## src/hdl/lesm_pkg.sv

```systemverilog
package lesm_pkg;

	localparam int POINT_COUNT_DEF = 21;

	localparam int COORD_W   = 16;
	localparam int TICK_W    = 32;
	localparam int HORIZON_W = 10;
	localparam int CFG_ADDR_W = 2;
	localparam int CFG_DATA_W = 16;

	// factor numerator is horizon_ms in Q.14
	localparam int FRAC_Q14  = 14;
	localparam int NUM_W     = HORIZON_W + FRAC_Q14;
	localparam int DIV_STEPS = NUM_W;
	localparam int DIV_CNT_W = $clog2(DIV_STEPS);

	localparam int MAG_W  = COORD_W + 1;
	localparam int PROD_W = MAG_W + COORD_W;

	localparam int IN_DATA_W  = TICK_W + 3 * COORD_W;
	localparam int OUT_DATA_W = 3 * COORD_W;

	localparam logic [COORD_W-1:0] ONE_Q15 = 16'd32768;
	localparam logic [COORD_W-1:0] HALF_Q15 = 16'd16384;

	localparam logic [HORIZON_W-1:0] HORIZON_RST = 10'd45;
	localparam logic [COORD_W-1:0]   MAX_STEP_RST = 16'd2621;
	localparam logic [COORD_W-1:0]   BLEND_RST = 16'd24576;
	localparam logic [COORD_W-1:0]   FACTOR_LIM_RST = 16'd24576;

	localparam logic [CFG_ADDR_W-1:0] REG_HORIZON    = 2'd0;
	localparam logic [CFG_ADDR_W-1:0] REG_MAX_STEP   = 2'd1;
	localparam logic [CFG_ADDR_W-1:0] REG_BLEND      = 2'd2;
	localparam logic [CFG_ADDR_W-1:0] REG_FACTOR_LIM = 2'd3;

	localparam logic OP_POINT = 1'b0;
	localparam logic OP_CLEAR = 1'b1;

	typedef struct packed {
		logic load;      // capture point, read history slot
		logic first;     // first point of a frame: record tick
		logic div_start;
		logic div_step;
		logic fact;      // latch clamped quotient as frame factor
		logic mul1;
		logic pred;
		logic mul2;
		logic fin;       // write history, load output word
		logic pass;      // no history yet: answer the point unchanged
	} cmd_t;

	typedef struct packed {
		logic out_hold;  // output word still waiting
	} sts_t;

	typedef struct packed {
		logic             neg;
		logic [MAG_W-1:0] mag;
	} step_t;

	function automatic logic [COORD_W-1:0] sat_coord(input logic [COORD_W-1:0] v);
		sat_coord = (v > ONE_Q15) ? ONE_Q15 : v;
	endfunction

	// clamped per-frame motion as sign and magnitude
	function automatic step_t axis_step(input logic [COORD_W-1:0] cur,
			input logic [COORD_W-1:0] prev, input logic [COORD_W-1:0] lim);
		logic signed [COORD_W+1:0] diff;
		logic signed [COORD_W+1:0] lim_s;
		logic signed [COORD_W+1:0] abs_v;
		step_t r;
		diff = $signed({2'b00, cur}) - $signed({2'b00, prev});
		lim_s = $signed({2'b00, lim});
		if (diff > lim_s) begin
			diff = lim_s;
		end else if (diff < -lim_s) begin
			diff = -lim_s;
		end
		r.neg = diff[COORD_W+1];
		abs_v = r.neg ? -diff : diff;
		r.mag = abs_v[MAG_W-1:0];
		axis_step = r;
	endfunction

	// round motion half away from zero, add, clamp to unit range
	function automatic logic [COORD_W-1:0] axis_pred(input logic [COORD_W-1:0] cur,
			input logic [PROD_W-1:0] prod, input logic neg);
		logic [PROD_W:0] rnd;
		logic [PROD_W-FRAC_Q14:0] motion;
		logic signed [PROD_W-FRAC_Q14+2:0] p;
		logic [COORD_W-1:0] r;
		rnd = {1'b0, prod} + (PROD_W+1)'(1 << (FRAC_Q14 - 1));
		motion = rnd[PROD_W:FRAC_Q14];
		if (neg) begin
			p = $signed((PROD_W-FRAC_Q14+3)'(cur)) - $signed({2'b00, motion});
		end else begin
			p = $signed((PROD_W-FRAC_Q14+3)'(cur)) + $signed({2'b00, motion});
		end
		if (p < 0) begin
			r = '0;
		end else if (p > $signed((PROD_W-FRAC_Q14+3)'(ONE_Q15))) begin
			r = ONE_Q15;
		end else begin
			r = p[COORD_W-1:0];
		end
		axis_pred = r;
	endfunction

endpackage

```

## src/hdl/lesm_ctrl.sv

```systemverilog
module lesm_ctrl #(
	parameter int POINT_COUNT = lesm_pkg::POINT_COUNT_DEF,
	parameter int IDX_W = 5
) (
	input  logic              clk,
	input  logic              arst_n,
	input  logic              s_tvalid,
	output logic              s_tready,
	input  logic              s_tuser,
	input  logic              s_tlast,
	input  lesm_pkg::sts_t    sts,
	output lesm_pkg::cmd_t    cmd,
	output logic [IDX_W-1:0]  idx
);

	typedef enum logic [2:0] {
		IDLE,
		DIV,
		FACT,
		MUL1,
		PRED,
		MUL2,
		FIN
	} state_t;

	state_t                        state_q;
	logic                          hist_q;
	logic [IDX_W-1:0]              idx_q;
	logic                          end_q;
	logic [lesm_pkg::DIV_CNT_W-1:0] cnt_q;
	logic                          accept;
	logic                          is_point;
	logic                          do_fin;

	assign s_tready = (state_q == IDLE);
	assign accept = s_tvalid && s_tready;
	assign is_point = accept && (s_tuser == lesm_pkg::OP_POINT);
	assign do_fin = (state_q == FIN) && !sts.out_hold;

	always_comb begin
		cmd = '0;
		cmd.load = is_point;
		cmd.first = is_point && (idx_q == '0);
		cmd.div_start = is_point && (idx_q == '0) && hist_q;
		cmd.div_step = (state_q == DIV);
		cmd.fact = (state_q == FACT);
		cmd.mul1 = (state_q == MUL1);
		cmd.pred = (state_q == PRED);
		cmd.mul2 = (state_q == MUL2);
		cmd.fin = do_fin;
		cmd.pass = !hist_q;
	end

	assign idx = idx_q;

	always_ff @(posedge clk or negedge arst_n) begin
		if (!arst_n) begin
			state_q <= IDLE;
			hist_q <= 1'b0;
			idx_q <= '0;
			end_q <= 1'b0;
			cnt_q <= '0;
		end else begin
			case (state_q)
				IDLE: begin
					if (accept) begin
						if (s_tuser == lesm_pkg::OP_CLEAR) begin
							hist_q <= 1'b0;
							idx_q <= '0;
						end else begin
							end_q <= s_tlast;
							cnt_q <= '0;
							state_q <= cmd.div_start ? DIV : MUL1;
						end
					end
				end
				DIV: begin
					cnt_q <= cnt_q + 1'b1;
					if (cnt_q == lesm_pkg::DIV_CNT_W'(lesm_pkg::DIV_STEPS - 1)) begin
						state_q <= FACT;
					end
				end
				FACT: state_q <= MUL1;
				MUL1: state_q <= PRED;
				PRED: state_q <= MUL2;
				MUL2: state_q <= FIN;
				FIN: begin
					if (do_fin) begin
						if (end_q || idx_q == IDX_W'(POINT_COUNT - 1)) begin
							idx_q <= '0;
							hist_q <= 1'b1;
						end else begin
							idx_q <= idx_q + 1'b1;
						end
						state_q <= IDLE;
					end
				end
				default: state_q <= IDLE;
			endcase
		end
	end

endmodule

```

## config.mk

```make
export PLATFORM = sky130hd
export DESIGN_NAME = lesm_ctrl
export DESIGN_NICKNAME = d
export VERILOG_FILES = /design/src/hdl/lesm_pkg.sv /design/src/hdl/lesm_ctrl.sv
export SDC_FILE = /design/constraint.sdc
export NUM_CORES = 1
export LEC_CHECK = 0
export ABC_AREA = 1
export BUFFER_PORTS_ARGS = -buffer_cell sky130_fd_sc_hd__buf_2
export CORE_MARGIN = 4
export CORE_UTILIZATION = 50
export DETAILED_ROUTE_END_ITERATION = 12
export GPL_TIMING_DRIVEN = 0
export PLACE_DENSITY_LB_ADDON = 0.08
export SYNTH_ARGS = -nofsm -noshare
export SYNTH_HDL_FRONTEND = slang
export SYNTH_SLANG_ARGS = --single-unit
```

## constraint.sdc

```tcl
create_clock -name clk -period 1.4 [get_ports clk]
set_input_delay 0.14 -clock clk [delete_from_list [all_inputs] [get_ports clk]]
set_output_delay 0.14 -clock clk [all_outputs]
set_load 0.005 [all_outputs]
```

==> flow_summary.html, run 1 <==
<table>
<tr><th>Metric</th><th>Value</th></tr>
<tr><th colspan="2">Finish</th></tr>
<tr><td>Syn-to-layout area delta</td><td>62.9%</td></tr>
<tr><td>Post-route cell area</td><td>~1500 sq um</td></tr>
<tr><td>Share of final-layout standard cells stronger than drive strength 1</td><td>0.550</td></tr>
<tr><td>Count of nets after finishing</td><td>~180</td></tr>
<tr><td>Diode insertion count for antenna repair</td><td>0</td></tr>
<tr><th colspan="2">Timing</th></tr>
<tr><td>Count of endpoints failing setup in the final report</td><td>18</td></tr>
<tr><td>Count of final hold-check violations</td><td>0</td></tr>
<tr><td>Upper clock frequency limit</td><td>approximately 640 MHz</td></tr>
<tr><td>Number of pins exceeding their max-slew limit in the final report</td><td>0</td></tr>
<tr><td>Worst path setup slack after routing</td><td>-0.174 ns</td></tr>
<tr><td>Setup TNS Final</td><td>-1.08 ns</td></tr>
<tr><td>Clock period minus worst slack</td><td>between 1.5 and 2 ns</td></tr>
<tr><td>Max-slew headroom at the worst pin</td><td>0.764</td></tr>
<tr><td>Final worst hold slack</td><td>between 0.1 and 0.15 ns</td></tr>
<tr><td>Setup skew after layout</td><td>0.0101 ns</td></tr>
<tr><td>Worst slew pin tran</td><td>0.354 ns</td></tr>
<tr><td>Setup repair after global routing missed its margin</td><td>true</td></tr>
<tr><td>Final worst-path cycle share</td><td>1.12</td></tr>
<tr><th colspan="2">Floorplanning</th></tr>
<tr><td>Horiz. Die Dim</td><td>a little over 50 um</td></tr>
<tr><td>Initial standard-cell utilization of the core</td><td>0.530</td></tr>
<tr><td>Die footprint</td><td>approximately 2600 sq um</td></tr>
<tr><td>Number of I/O pins</td><td>22</td></tr>
<tr><td>Number of core rows</td><td>15</td></tr>
<tr><td>Vert. Die Dim</td><td>between 50 and 60 um</td></tr>
<tr><td>Placeable core region</td><td>between 1500 and 2000 sq um</td></tr>
<tr><th colspan="2">CTS</th></tr>
<tr><td>Clock buffer depth</td><td>2</td></tr>
<tr><td>CTS tree</td><td>built</td></tr>
<tr><td>CTS clk-pin slew, worst paths</td><td>~0.10 ns</td></tr>
<tr><td>Clock Root Buffer</td><td>sky130_fd_sc_hd__clkbuf_4</td></tr>
<tr><td>Number of CTS-inserted buffers</td><td>3</td></tr>
<tr><td>Skew-Pair Late Insertion Delay</td><td>around 0.28 ns</td></tr>
<tr><td>Number of clock sinks</td><td>15</td></tr>
<tr><td>Deepest level of the CTS H-tree</td><td>1</td></tr>
<tr><th colspan="2">Logic synthesis</th></tr>
<tr><td>Netlist cell types</td><td>24</td></tr>
<tr><td>Post-synthesis cell area</td><td>slightly above 900 sq um</td></tr>
<tr><td>Flops &amp; latches, synth</td><td>15</td></tr>
<tr><td>Sequential fraction of the synthesis area</td><td>0.410</td></tr>
<tr><td>Post-Synthesis Cells</td><td>121</td></tr>
<tr><td>Average instance area after synthesis</td><td>~7.6 sq um</td></tr>
<tr><td>Synthesis Warnings</td><td>0</td></tr>
<tr><td>Net count of the mapped netlist</td><td>130</td></tr>
<tr><th colspan="2">Drt</th></tr>
<tr><td>Via density per instance</td><td>5.19</td></tr>
<tr><td>Drt drc</td><td>0</td></tr>
<tr><td>Mean routed wirelength per cell</td><td>15.1 um</td></tr>
<tr><td>Detailed-router iteration count before antenna repair</td><td>4</td></tr>
<tr><td>DRT Wirelength</td><td>roughly 3.0 mm</td></tr>
<tr><td>Number of nets still failing antenna checks after routing</td><td>0</td></tr>
<tr><td>Number of DRC markers after the initial detailed-route iteration</td><td>31</td></tr>
<tr><td>Via total after detailed routing</td><td>between 1,000 and 1,500</td></tr>
<tr><th colspan="2">Power</th></tr>
<tr><td>Largest voltage drop on the vdd net</td><td>between 1.5 and 2 mV</td></tr>
<tr><td>Overall Power</td><td>approximately 0.0028 W</td></tr>
<tr><td>Leakage power</td><td>about 0.75 nW</td></tr>
<tr><td>Cell Pwr Density</td><td>around 1800 nW/um^2</td></tr>
<tr><th colspan="2">Global route</th></tr>
<tr><td>All-Layer GR Usage</td><td>0.211</td></tr>
<tr><td>Number of global-route vias before repair</td><td>between 800 and 900</td></tr>
<tr><td>Total gr overflow</td><td>0</td></tr>
<tr><td>Number of antenna violations at the first check in global routing</td><td>0</td></tr>
<tr><td>Global-route wire length before repair</td><td>4.06 mm</td></tr>
<tr><td>Largest net degree at the start of global routing</td><td>16</td></tr>
<tr><th colspan="2">Run</th></tr>
<tr><td>Max Cap Viol</td><td>0</td></tr>
<tr><th colspan="2">Place</th></tr>
<tr><td>Buffers added on ports</td><td>21</td></tr>
<tr><td>Worst-case setup slack after placement</td><td>-0.0453 ns</td></tr>
<tr><td>Half-perimeter wire length after detailed placement</td><td>between 1 and 1.5 mm</td></tr>
<tr><td>Area after DPL</td><td>1050 sq um</td></tr>
<tr><td>GP Congestion</td><td>about 0.80</td></tr>
<tr><th colspan="2">Hold path</th></tr>
<tr><td>Worst hold-check path type</td><td>in -&gt; reg</td></tr>
<tr><th colspan="2">Status</th></tr>
<tr><td>Violated checks</td><td>setup timing</td></tr>
<tr><td>Result of the run</td><td>finished, violations left</td></tr>
<tr><th colspan="2">Critical path</th></tr>
<tr><td>Endpoint class of the critical path</td><td>output port</td></tr>
<tr><td>Critical path start-end classification</td><td>reg -&gt; out</td></tr>
<tr><td>Maximum fanout count along the critical path</td><td>4</td></tr>
<tr><td>Startpoint class of the critical path</td><td>flip-flop</td></tr>
<tr><td>Register-to-register setup slack</td><td>-0.12 ns</td></tr>
<tr><td>Required time reported for the critical path endpoint</td><td>between 1 and 1.5 ns</td></tr>
<tr><td>Arrival time of the worst setup path</td><td>approximately 1.4 ns</td></tr>
</table>
[power breakdown]
| group | leakage, nW | total (W) | switching [W] | internal, W |
|---|---|---|---|---|
| sequential | 0.195 | 0.000747 | 0.000166 | 0.000581 |
| combinational | 0.541 | 0.00175 | 0.000925 | 0.000823 |
| clock | 0.0150 | 0.000257 | 0.000146 | 0.000110 |
| total | 0.752 | 0.00275 | 0.00124 | 0.00151 |
[flip-flops by register name, summed over array words and instances, names as in the netlist]
name,count
cnt_q,5
end_q,1
hist_q,1
idx,5
state_q,3
[worst max-delay path, stage by stage, from the launching register on]
cell                      delay, ns
sky130_fd_sc_hd__dfrtp_2       0.48
sky130_fd_sc_hd__nor2_4        0.13
sky130_fd_sc_hd__nand3_4       0.10
sky130_fd_sc_hd__nor2_4        0.14
sky130_fd_sc_hd__nand3_2       0.10
sky130_fd_sc_hd__inv_1         0.08
sky130_fd_sc_hd__buf_2         0.12
[layout by cell type (no fill, tap or decap), drive strengths merged]
cell,count
clkbuf,4
dfrtp,15
nand4,2
clkinv,1
xor2,4
nor4,1
o31ai,1
buf,48
nor2,13
dlygate4sd3,1
nor3,4
nand3,12
xnor2,1
a22o,1
inv,17
nand2,31
a21oi,1
o21ai,10
ha,3
and2,1
[cell families after synthesis]
family	count (synthesis)	share of synthesized area
adders and majority gates	3	0.0410
xor gates and xnor gates	5	0.0479
AOI/OAI and AO/OA	13	0.0862
DFF	15	0.410
and+or+nand+nor	64	0.312
buffers and inverters	21	0.103
[stage by stage]
stage                util  std cells
global route        0.863        196
global placement    0.609        167
CTS                 0.783        188
finish              0.863        196
detailed placement  0.609        167
floorplan               -        121
[cell usage after synthesis]
library cell	number	area [sq um]
sky130_fd_sc_hd__a21oi_2	1	8.76
sky130_fd_sc_hd__xor2_1	4	35.0
sky130_fd_sc_hd__inv_1	16	60.1
sky130_fd_sc_hd__inv_2	2	7.51
sky130_fd_sc_hd__nor2_1	10	37.5
sky130_fd_sc_hd__nor3_1	4	20.0
sky130_fd_sc_hd__nor2_2	2	12.5
sky130_fd_sc_hd__a22o_1	1	8.76
sky130_fd_sc_hd__buf_4	2	15.0
sky130_fd_sc_hd__o21ai_1	4	20.0
sky130_fd_sc_hd__o31ai_1	1	7.51
sky130_fd_sc_hd__o21ai_0	5	25.0
sky130_fd_sc_hd__nor4_1	1	6.26
sky130_fd_sc_hd__nand2_1	30	113
sky130_fd_sc_hd__dfrtp_1	15	375
sky130_fd_sc_hd__nand3_1	12	60.1
sky130_fd_sc_hd__o21ai_2	1	8.76
sky130_fd_sc_hd__nor2_4	1	11.3
sky130_fd_sc_hd__buf_6	1	11.3
sky130_fd_sc_hd__ha_1	3	37.5
sky130_fd_sc_hd__nand4_1	2	12.5
sky130_fd_sc_hd__and2_1	1	6.26
sky130_fd_sc_hd__nand2_2	1	6.26
sky130_fd_sc_hd__xnor2_1	1	8.76
[timing repair]
action | CTS | global route
gates cloned | 1 | 0
setup buffers | 15 | 10
setup endpoints to repair | 11 | 23
hold buffers | 1 | 0
gates resized for setup | 39 | 22
hold endpoints to repair | 15 | 0
pin swaps | 8 | 11
[metal layers]
layer  vias up  track usage  routed length, um
met4         0       0.0762                 57
li1        491            -                  -
met3         6       0.0475                155
met2        43        0.361               1540
met5         -            0                  0
met1       478        0.258               1200
[final cells by class]
| class | count | area (sq um) |
|---|---|---|
| timing repair buffer | 47 | 339 |
| sequential | 15 | 379 |
| clock buffer | 4 | 26.3 |
| buffer | 2 | 18.8 |
| inverter | 18 | 82.6 |
| tap | 25 | 31.3 |
| fill | 90 | 236 |
| multi-input combinational | 85 | 613 |
[path summary, 6_finish.rpt]
kind	start	end	depth (start not counted)
setup / recovery	state_q[1]	cmd[7]	6
hold / removal	s_tlast	end_q	3
setup reg to reg	state_q[0]	hist_q	9
hold reg to reg	cnt_q[0]	cnt_q[0]	1
max in group asynchronous	arst_n	state_q[1]	2
min in group asynchronous	arst_n	state_q[2]	2
(Power assumes the default switching activity.)
==> run 2: changes to the inputs <==
--- a/config.mk
+++ b/config.mk
@@ -8,7 +8,7 @@
 export ABC_AREA = 1
 export BUFFER_PORTS_ARGS = -buffer_cell sky130_fd_sc_hd__buf_2
 export CORE_MARGIN = 4
-export CORE_UTILIZATION = 50
+export CORE_UTILIZATION = 42
 export DETAILED_ROUTE_END_ITERATION = 12
 export GPL_TIMING_DRIVEN = 0
 export PLACE_DENSITY_LB_ADDON = 0.08
==> run 2 against run 1 <==
The run still ends with setup timing left. Flip-flop and latch count unchanged. Die area up 16%. Setup slack better by 0.055 ns. Count of clock-buffer cells in the layout down 1. Hold slack worse by 0.080 ns. Largest cell class unchanged. Largest power group unchanged. Highest routed layer unchanged.
==> flow_summary.html, run 2 (synthesized netlist as in run 1, its figures left out) <==
<table>
<tr><th>Metric</th><th>Value</th></tr>
<tr><th colspan="2">Finish</th></tr>
<tr><td>Share of final-layout standard cells stronger than drive strength 1</td><td>0.529</td></tr>
<tr><td>Count of nets after finishing</td><td>180</td></tr>
<tr><td>Fill cells</td><td>~170</td></tr>
<tr><td>Commonest non-fill, non-tap cells in the layout</td><td>sky130_fd_sc_hd__buf_4 (22), sky130_fd_sc_hd__nand2_1 (21), sky130_fd_sc_hd__buf_2 (21)</td></tr>
<tr><td>Syn-to-layout area delta</td><td>55.1%</td></tr>
<tr><td>Diode insertion count for antenna repair</td><td>0</td></tr>
<tr><td>Final cell utilization of the core</td><td>0.702</td></tr>
<tr><td>Most common cell after layout, fill and taps aside</td><td>sky130_fd_sc_hd__buf_4</td></tr>
<tr><th colspan="2">Timing</th></tr>
<tr><td>Worst path setup slack after routing</td><td>-0.118 ns</td></tr>
<tr><td>Final worst-path cycle share</td><td>1.08</td></tr>
<tr><td>Number of pins exceeding their max-slew limit in the final report</td><td>0</td></tr>
<tr><td>Upper clock frequency limit</td><td>approximately 660 MHz</td></tr>
<tr><td>Count of final hold-check violations</td><td>0</td></tr>
<tr><td>Max-slew headroom at the worst pin</td><td>0.762</td></tr>
<tr><td>Setup skew after layout</td><td>approximately 0.0028 ns</td></tr>
<tr><td>Worst slew pin tran</td><td>0.356 ns</td></tr>
<tr><td>Count of endpoints failing setup in the final report</td><td>12</td></tr>
<tr><td>Final worst hold slack</td><td>~0.054 ns</td></tr>
<tr><td>Clock period minus worst slack</td><td>approximately 1.5 ns</td></tr>
<tr><td>Setup TNS Final</td><td>-0.602 ns</td></tr>
<tr><td>Setup repair after global routing missed its margin</td><td>true</td></tr>
<tr><th colspan="2">Drt</th></tr>
<tr><td>Detailed-router iteration count before antenna repair</td><td>4</td></tr>
<tr><td>Mean routed wirelength per cell</td><td>approximately 12 um</td></tr>
<tr><td>DRT Wirelength</td><td>between 2 and 2.5 mm</td></tr>
<tr><td>Via total after detailed routing</td><td>around 930</td></tr>
<tr><td>Number of DRC markers after the initial detailed-route iteration</td><td>11</td></tr>
<tr><td>Number of nets still failing antenna checks after routing</td><td>0</td></tr>
<tr><td>Drt drc</td><td>0</td></tr>
<tr><td>Via density per instance</td><td>between 4 and 5</td></tr>
<tr><th colspan="2">CTS</th></tr>
<tr><td>CTS tree</td><td>built</td></tr>
<tr><td>Number of clock sinks</td><td>15</td></tr>
<tr><td>Deepest level of the CTS H-tree</td><td>1</td></tr>
<tr><td>Skew-Pair Late Insertion Delay</td><td>0.28 ns</td></tr>
<tr><td>Clock buffer depth</td><td>2</td></tr>
<tr><td>Number of CTS-inserted buffers</td><td>3</td></tr>
<tr><td>CTS clk-pin slew, worst paths</td><td>0.10 ns</td></tr>
<tr><td>Clock Root Buffer</td><td>sky130_fd_sc_hd__clkbuf_4</td></tr>
<tr><th colspan="2">Critical path</th></tr>
<tr><td>Startpoint class of the critical path</td><td>flip-flop</td></tr>
<tr><td>Destination of the critical timing path</td><td>cmd[1]</td></tr>
<tr><td>Arrival time of the worst setup path</td><td>~1.4 ns</td></tr>
<tr><td>CP Launch Point</td><td>state_q[0]</td></tr>
<tr><td>Endpoint class of the critical path</td><td>output port</td></tr>
<tr><td>Register-to-register setup slack</td><td>-0.06 ns</td></tr>
<tr><td>R2R Path Start</td><td>state_q[0]</td></tr>
<tr><td>Reg2Reg Depth</td><td>10</td></tr>
<tr><td>Endpoint of the worst-slack reg-to-reg timing path</td><td>end_q</td></tr>
<tr><td>Required time reported for the critical path endpoint</td><td>~1.3 ns</td></tr>
<tr><td>Maximum fanout count along the critical path</td><td>5</td></tr>
<tr><td>Critical path start-end classification</td><td>reg -&gt; out</td></tr>
<tr><th colspan="2">Global route</th></tr>
<tr><td>All-Layer GR Usage</td><td>0.169</td></tr>
<tr><td>Number of antenna violations at the first check in global routing</td><td>0</td></tr>
<tr><td>Largest net degree at the start of global routing</td><td>16</td></tr>
<tr><td>Number of global-route vias before repair</td><td>855</td></tr>
<tr><td>Total gr overflow</td><td>0</td></tr>
<tr><td>Global-route wire length before repair</td><td>roughly 3.7 mm</td></tr>
<tr><th colspan="2">Power</th></tr>
<tr><td>Leakage power</td><td>0.735 nW</td></tr>
<tr><td>Largest voltage drop on the vdd net</td><td>~1.2 mV</td></tr>
<tr><td>Cell Pwr Density</td><td>1780 nW/um^2</td></tr>
<tr><td>Overall Power</td><td>between 0.002 and 0.003 W</td></tr>
<tr><th colspan="2">Place</th></tr>
<tr><td>Buffers added on ports</td><td>21</td></tr>
<tr><td>Half-perimeter wire length after detailed placement</td><td>roughly 1.5 mm</td></tr>
<tr><td>GP Congestion</td><td>between 0.7 and 0.8</td></tr>
<tr><th colspan="2">Status</th></tr>
<tr><td>Result of the run</td><td>finished, violations left</td></tr>
<tr><td>Violated checks</td><td>setup timing</td></tr>
<tr><th colspan="2">Floorplanning</th></tr>
<tr><td>Placeable core region</td><td>~2000 sq um</td></tr>
<tr><td>Initial standard-cell utilization of the core</td><td>0.452</td></tr>
<tr><td>Horiz. Die Dim</td><td>approximately 55 um</td></tr>
<tr><td>Vert. Die Dim</td><td>54.7 um</td></tr>
<tr><td>Number of I/O pins</td><td>22</td></tr>
<tr><td>Number of core rows</td><td>16</td></tr>
<tr><td>Die footprint</td><td>around 3000 sq um</td></tr>
<tr><th colspan="2">Run</th></tr>
<tr><td>Max Cap Viol</td><td>0</td></tr>
<tr><th colspan="2">Hold path</th></tr>
<tr><td>Worst hold-check path type</td><td>in -&gt; reg</td></tr>
</table>
run 2: cell types whose count changed in the layout (fill, tap and decap cells not counted), sizes merged:
cell	change
clkinvlp	+1
inv	+1
clkinv	-1
buf	-1
clkbuf	-1
run 2: critical path, stage by stage (launching register included):
cell and delay, ns:
sky130_fd_sc_hd__dfrtp_2 0.46, sky130_fd_sc_hd__buf_4 0.15, sky130_fd_sc_hd__nor2_4 0.12, sky130_fd_sc_hd__inv_4 0.08, sky130_fd_sc_hd__nor2_2 0.09, sky130_fd_sc_hd__buf_4 0.10, sky130_fd_sc_hd__buf_2 0.10
run 2: per-layer routing:
layer / vias up / GRT usage / share of wire
met5: - / 0 / 0
met2: 20 / 0.287 / 0.49
met3: 2 / 0.0300 / 0.055
met1: 419 / 0.218 / 0.45
li1: 484 / - / -
met4: 0 / 0.0456 / 0.0039
run 2: worst min path at each step:
stage / start / to / slack [ns] / cells after the start
6_report: s_tlast / end_q / 0.05 / 3
5_1_grt: s_tlast / end_q / 0.06 / 3
4_1_cts: s_tlast / end_q / 0.07 / 3
3_5_place_dp: arst_n / cnt_q[1] / 0.07 / 1
3_3_place_gp: arst_n / cnt_q[0] / 0.06 / 1
2_1_floorplan: arst_n / cnt_q[0] / -0.16 / 0
run 2: report_power, final:
| part | total, W | switching [W] | internal (W) |
|---|---|---|---|
| Clock | 0.000262 | 0.000154 | 0.000108 |
| Combinational | 0.00153 | 0.000818 | 0.000717 |
| Sequential | 0.000729 | 0.000148 | 0.000581 |
| Total | 0.00253 | 0.00112 | 0.00141 |
run 2: timing repair:
action / 4_1_cts / 5_1_grt
hold endpoints to repair: 15 / 0
gates cloned: 1 / 0
buffers inserted: 15 / 8
resized for setup: 23 / 25
pin swaps: 9 / 9
hold buffers: 1 / 0
setup endpoints to repair: 15 / 23
run 2: metrics by stage:
step	setup slack, ns	std cells	cell area (sq um)
5_1_grt	-0.188	197	1420
3_3_place_gp	-0.0355	169	1050
2_1_floorplan	0.0640	121	915
6_report	-0.118	197	1420
3_5_place_dp	-0.0439	169	1050
4_1_cts	-0.0995	190	1280
run 2: final cells by class:
class / instances / area (sq um) / share of cell area
Sequential cell: 15 / 379 / 0.267
Multi-Input combinational cell: 85 / 581 / 0.409
Clock buffer: 3 / 22.5 / 0.0159
Inverter: 18 / 70.1 / 0.0494
Timing Repair Buffer: 45 / 299 / 0.211
Buffer: 3 / 26.3 / 0.0185
Tap cell: 27 / 33.8 / 0.0238
Clock inverter: 1 / 7.51 / 0.00529
==> run 3: changes to the inputs <==
--- a/config.mk
+++ b/config.mk
@@ -7,8 +7,10 @@
 export LEC_CHECK = 0
 export ABC_AREA = 1
 export BUFFER_PORTS_ARGS = -buffer_cell sky130_fd_sc_hd__buf_2
+export CELL_PAD_IN_SITES_DETAIL_PLACEMENT = 0
+export CELL_PAD_IN_SITES_GLOBAL_PLACEMENT = 1
 export CORE_MARGIN = 4
-export CORE_UTILIZATION = 42
+export CORE_UTILIZATION = 37
 export DETAILED_ROUTE_END_ITERATION = 12
 export GPL_TIMING_DRIVEN = 0
 export PLACE_DENSITY_LB_ADDON = 0.08
==> run 3 against run 2 <==
The flow still finishes with violations (setup timing). Setup slack lost 0.0022 ns. Clock skew grew 0.0069 ns. Non-clock buffer count shrank 1. Largest cell class unchanged. Maximum frequency shrank 0.15%. Critical endpoint is now cmd[8]. Flip-flop and latch count is the same.
==> flow_summary.html, run 3 (synthesized netlist as in run 1, its figures left out) <==
<table>
<tr><th>Metric</th><th>Value</th></tr>
<tr><th colspan="2">Status</th></tr>
<tr><td>Result of the run</td><td>finished, violations left</td></tr>
<tr><td>Violated checks</td><td>setup timing</td></tr>
<tr><th colspan="2">Timing</th></tr>
<tr><td>Worst path setup slack after routing</td><td>-0.121 ns</td></tr>
<tr><td>Count of endpoints failing setup in the final report</td><td>17</td></tr>
<tr><td>Setup skew after layout</td><td>0.00967 ns</td></tr>
<tr><td>Final worst-path cycle share</td><td>1.09</td></tr>
<tr><td>Final worst hold slack</td><td>0.0686 ns</td></tr>
<tr><td>Number of pins exceeding their max-slew limit in the final report</td><td>0</td></tr>
<tr><td>Max-slew headroom at the worst pin</td><td>0.758</td></tr>
<tr><td>Count of final hold-check violations</td><td>0</td></tr>
<tr><td>Clock period minus worst slack</td><td>between 1.5 and 2 ns</td></tr>
<tr><td>Upper clock frequency limit</td><td>between 600 and 700 MHz</td></tr>
<tr><td>Setup repair after global routing missed its margin</td><td>true</td></tr>
<tr><td>Worst slew pin tran</td><td>about 0.36 ns</td></tr>
<tr><th colspan="2">Place</th></tr>
<tr><td>Area after DPL</td><td>approximately 1100 sq um</td></tr>
<tr><td>Worst-case setup slack after placement</td><td>-0.0709 ns</td></tr>
<tr><td>Half-perimeter wire length after detailed placement</td><td>about 1.6 mm</td></tr>
<tr><td>Cell count after placement</td><td>170</td></tr>
<tr><td>Buffers added on ports</td><td>21</td></tr>
<tr><td>GP Congestion</td><td>0.769</td></tr>
<tr><th colspan="2">Critical path</th></tr>
<tr><td>Maximum fanout count along the critical path</td><td>3</td></tr>
<tr><td>Required time reported for the critical path endpoint</td><td>approximately 1.3 ns</td></tr>
<tr><td>Stage delay of the slowest cell on the critical path</td><td>roughly 0.45 ns</td></tr>
<tr><td>Gate family responsible for the most delay along the worst path</td><td>flip-flops</td></tr>
<tr><td>Sum of buffers and inverters on the critical path</td><td>2</td></tr>
<tr><td>Endpoint class of the critical path</td><td>output port</td></tr>
<tr><td>Startpoint class of the critical path</td><td>flip-flop</td></tr>
<tr><td>Slowest cell on the critical path</td><td>sky130_fd_sc_hd__dfrtp_2</td></tr>
<tr><td>Critical path start-end classification</td><td>reg -&gt; out</td></tr>
<tr><td>Arrival time of the worst setup path</td><td>1.38 ns</td></tr>
<tr><td>CP cell instances</td><td>nor2_4, nand3_4, buf_6, nor4_2, buf_2</td></tr>
<tr><th colspan="2">CTS</th></tr>
<tr><td>Skew-Pair Late Insertion Delay</td><td>between 0.2 and 0.3 ns</td></tr>
<tr><td>CTS clk-pin slew, worst paths</td><td>0.10 ns</td></tr>
<tr><td>Clock buffer depth</td><td>2</td></tr>
<tr><td>CTS tree</td><td>built</td></tr>
<tr><td>Number of clock sinks</td><td>15</td></tr>
<tr><td>Clock Root Buffer</td><td>sky130_fd_sc_hd__clkbuf_4</td></tr>
<tr><td>Deepest level of the CTS H-tree</td><td>1</td></tr>
<tr><td>Number of CTS-inserted buffers</td><td>3</td></tr>
<tr><th colspan="2">Finish</th></tr>
<tr><td>Most common cell after layout, fill and taps aside</td><td>sky130_fd_sc_hd__nand2_1</td></tr>
<tr><td>Share of final-layout standard cells stronger than drive strength 1</td><td>0.473</td></tr>
<tr><td>Syn-to-layout area delta</td><td>55.4%</td></tr>
<tr><td>Final cell utilization of the core</td><td>0.625</td></tr>
<tr><td>Count of nets after finishing</td><td>179</td></tr>
<tr><td>Diode insertion count for antenna repair</td><td>0</td></tr>
<tr><td>Non-filler instance count after layout</td><td>approximately 200</td></tr>
<tr><td>Fill cells</td><td>about 210</td></tr>
<tr><td>Post-route cell area</td><td>1420 sq um</td></tr>
<tr><td>Commonest non-fill, non-tap cells in the layout</td><td>sky130_fd_sc_hd__nand2_1 (24), sky130_fd_sc_hd__buf_2 (20), sky130_fd_sc_hd__buf_4 (18)</td></tr>
<tr><th colspan="2">Drt</th></tr>
<tr><td>Number of nets still failing antenna checks after routing</td><td>0</td></tr>
<tr><td>Via total after detailed routing</td><td>942</td></tr>
<tr><td>Mean routed wirelength per cell</td><td>~12 um</td></tr>
<tr><td>Drt drc</td><td>0</td></tr>
<tr><td>Detailed-router iteration count before antenna repair</td><td>4</td></tr>
<tr><td>Number of DRC markers after the initial detailed-route iteration</td><td>21</td></tr>
<tr><td>Via density per instance</td><td>4.78</td></tr>
<tr><td>DRT Wirelength</td><td>between 2 and 2.5 mm</td></tr>
<tr><th colspan="2">Global route</th></tr>
<tr><td>Global-route wire length before repair</td><td>about 4 mm</td></tr>
<tr><td>Largest net degree at the start of global routing</td><td>16</td></tr>
<tr><td>Number of global-route vias before repair</td><td>slightly above 900</td></tr>
<tr><td>Total gr overflow</td><td>0</td></tr>
<tr><td>All-Layer GR Usage</td><td>0.158</td></tr>
<tr><td>Number of antenna violations at the first check in global routing</td><td>0</td></tr>
<tr><th colspan="2">Power</th></tr>
<tr><td>Switching power as a share of total power</td><td>0.437</td></tr>
<tr><td>Leakage power</td><td>slightly above 0.7 nW</td></tr>
<tr><td>Cell Int Power</td><td>~0.0014 W</td></tr>
<tr><td>Comb pwr share</td><td>0.619</td></tr>
<tr><td>Power share of the sequential group</td><td>0.281</td></tr>
<tr><td>Fraction of power consumed by the clock network</td><td>0.099</td></tr>
<tr><td>Switching component of the power</td><td>approximately 0.0011 W</td></tr>
<tr><td>Largest voltage drop on the vdd net</td><td>1.02 mV</td></tr>
<tr><td>Cell Pwr Density</td><td>~1800 nW/um^2</td></tr>
<tr><th colspan="2">Floorplanning</th></tr>
<tr><td>Vert. Die Dim</td><td>57.7 um</td></tr>
<tr><td>Number of I/O pins</td><td>22</td></tr>
<tr><td>Die footprint</td><td>between 3000 and 4000 sq um</td></tr>
<tr><td>Placeable core region</td><td>approximately 2300 sq um</td></tr>
<tr><td>Number of core rows</td><td>17</td></tr>
<tr><td>Horiz. Die Dim</td><td>57.7 um</td></tr>
<tr><td>Initial standard-cell utilization of the core</td><td>0.402</td></tr>
<tr><th colspan="2">Run</th></tr>
<tr><td>Max Cap Viol</td><td>0</td></tr>
<tr><th colspan="2">Hold path</th></tr>
<tr><td>Worst hold-check path type</td><td>in -&gt; reg</td></tr>
</table>
## run 3: worst register-to-register path, stage by stage (launching register included)
cell and delay, ns:
sky130_fd_sc_hd__dfrtp_2 0.45, sky130_fd_sc_hd__buf_12 0.15, sky130_fd_sc_hd__inv_8 0.05, sky130_fd_sc_hd__nand2_4 0.05, sky130_fd_sc_hd__nor2_4 0.11, sky130_fd_sc_hd__nand2_2 0.09
sky130_fd_sc_hd__a21oi_4 0.19, sky130_fd_sc_hd__buf_6 0.14, sky130_fd_sc_hd__o21ai_2 0.05, sky130_fd_sc_hd__nand2_1 0.05, sky130_fd_sc_hd__nand2_1 0.05
## run 3: per-stage QoR
step	setup TNS [ns]	total power [W]
2_1_floorplan	0	0.00137
3_3_place_gp	-0.169	0.00163
3_5_place_dp	-0.260	0.00165
4_1_cts	-0.583	0.00242
5_1_grt	-2.82	0.00275
6_report	-0.674	0.00254
## run 3: cell type report
class,instances,area [sq um],area share
multi-input cells,85,558,0.393
clock buffers,3,22.5,0.0158
clock inverters,1,5.00,0.00352
well taps,28,35.0,0.0246
inverters,18,77.6,0.0546
flip-flops and latches,15,379,0.267
plain buffers,2,22.5,0.0158
repair buffers,45,322,0.226
## run 3: worst paths after layout
check,start,end,slack [ns],depth (start not counted)
worst min register to register,hist_q,hist_q,0.54,2
min in group asynchronous,arst_n,cnt_q[0],0.28,2
worst max-delay path,state_q[0],cmd[8],-0.12,5
max in group asynchronous,arst_n,state_q[2],0.82,2
worst max register to register,state_q[0],hist_q,-0.06,10
worst min-delay path,s_tlast,end_q,0.07,3
## run 3: power by group through the flow
stage / sequential, W / clock, W / combinational, W
after global placement: 0.000721 / 0 / 0.000912
final: 0.000714 / 0.000251 / 0.00157
after detailed placement: 0.000723 / 0 / 0.000926
after global routing: 0.000735 / 0.000289 / 0.00173
after CTS: 0.000719 / 0.000260 / 0.00144
after floorplan: 0.000700 / 0 / 0.000670
## run 3: layer usage
metal	global-route usage	up-vias	part of all wire
li1	-	485	-
met2	0.263	17	0.51
met1	0.198	438	0.44
met5	0	-	0
met3	0.0334	2	0.038
met4	0.0662	0	0.0070
## run 3: what timing repair did
action,in CTS,in global routing
pin swaps,9,8
cloned,1,0
buffers inserted,17,7
hold endpoints to repair,15,0
setup endpoints to repair,14,24
resized for setup,38,6
hold buffers,1,0
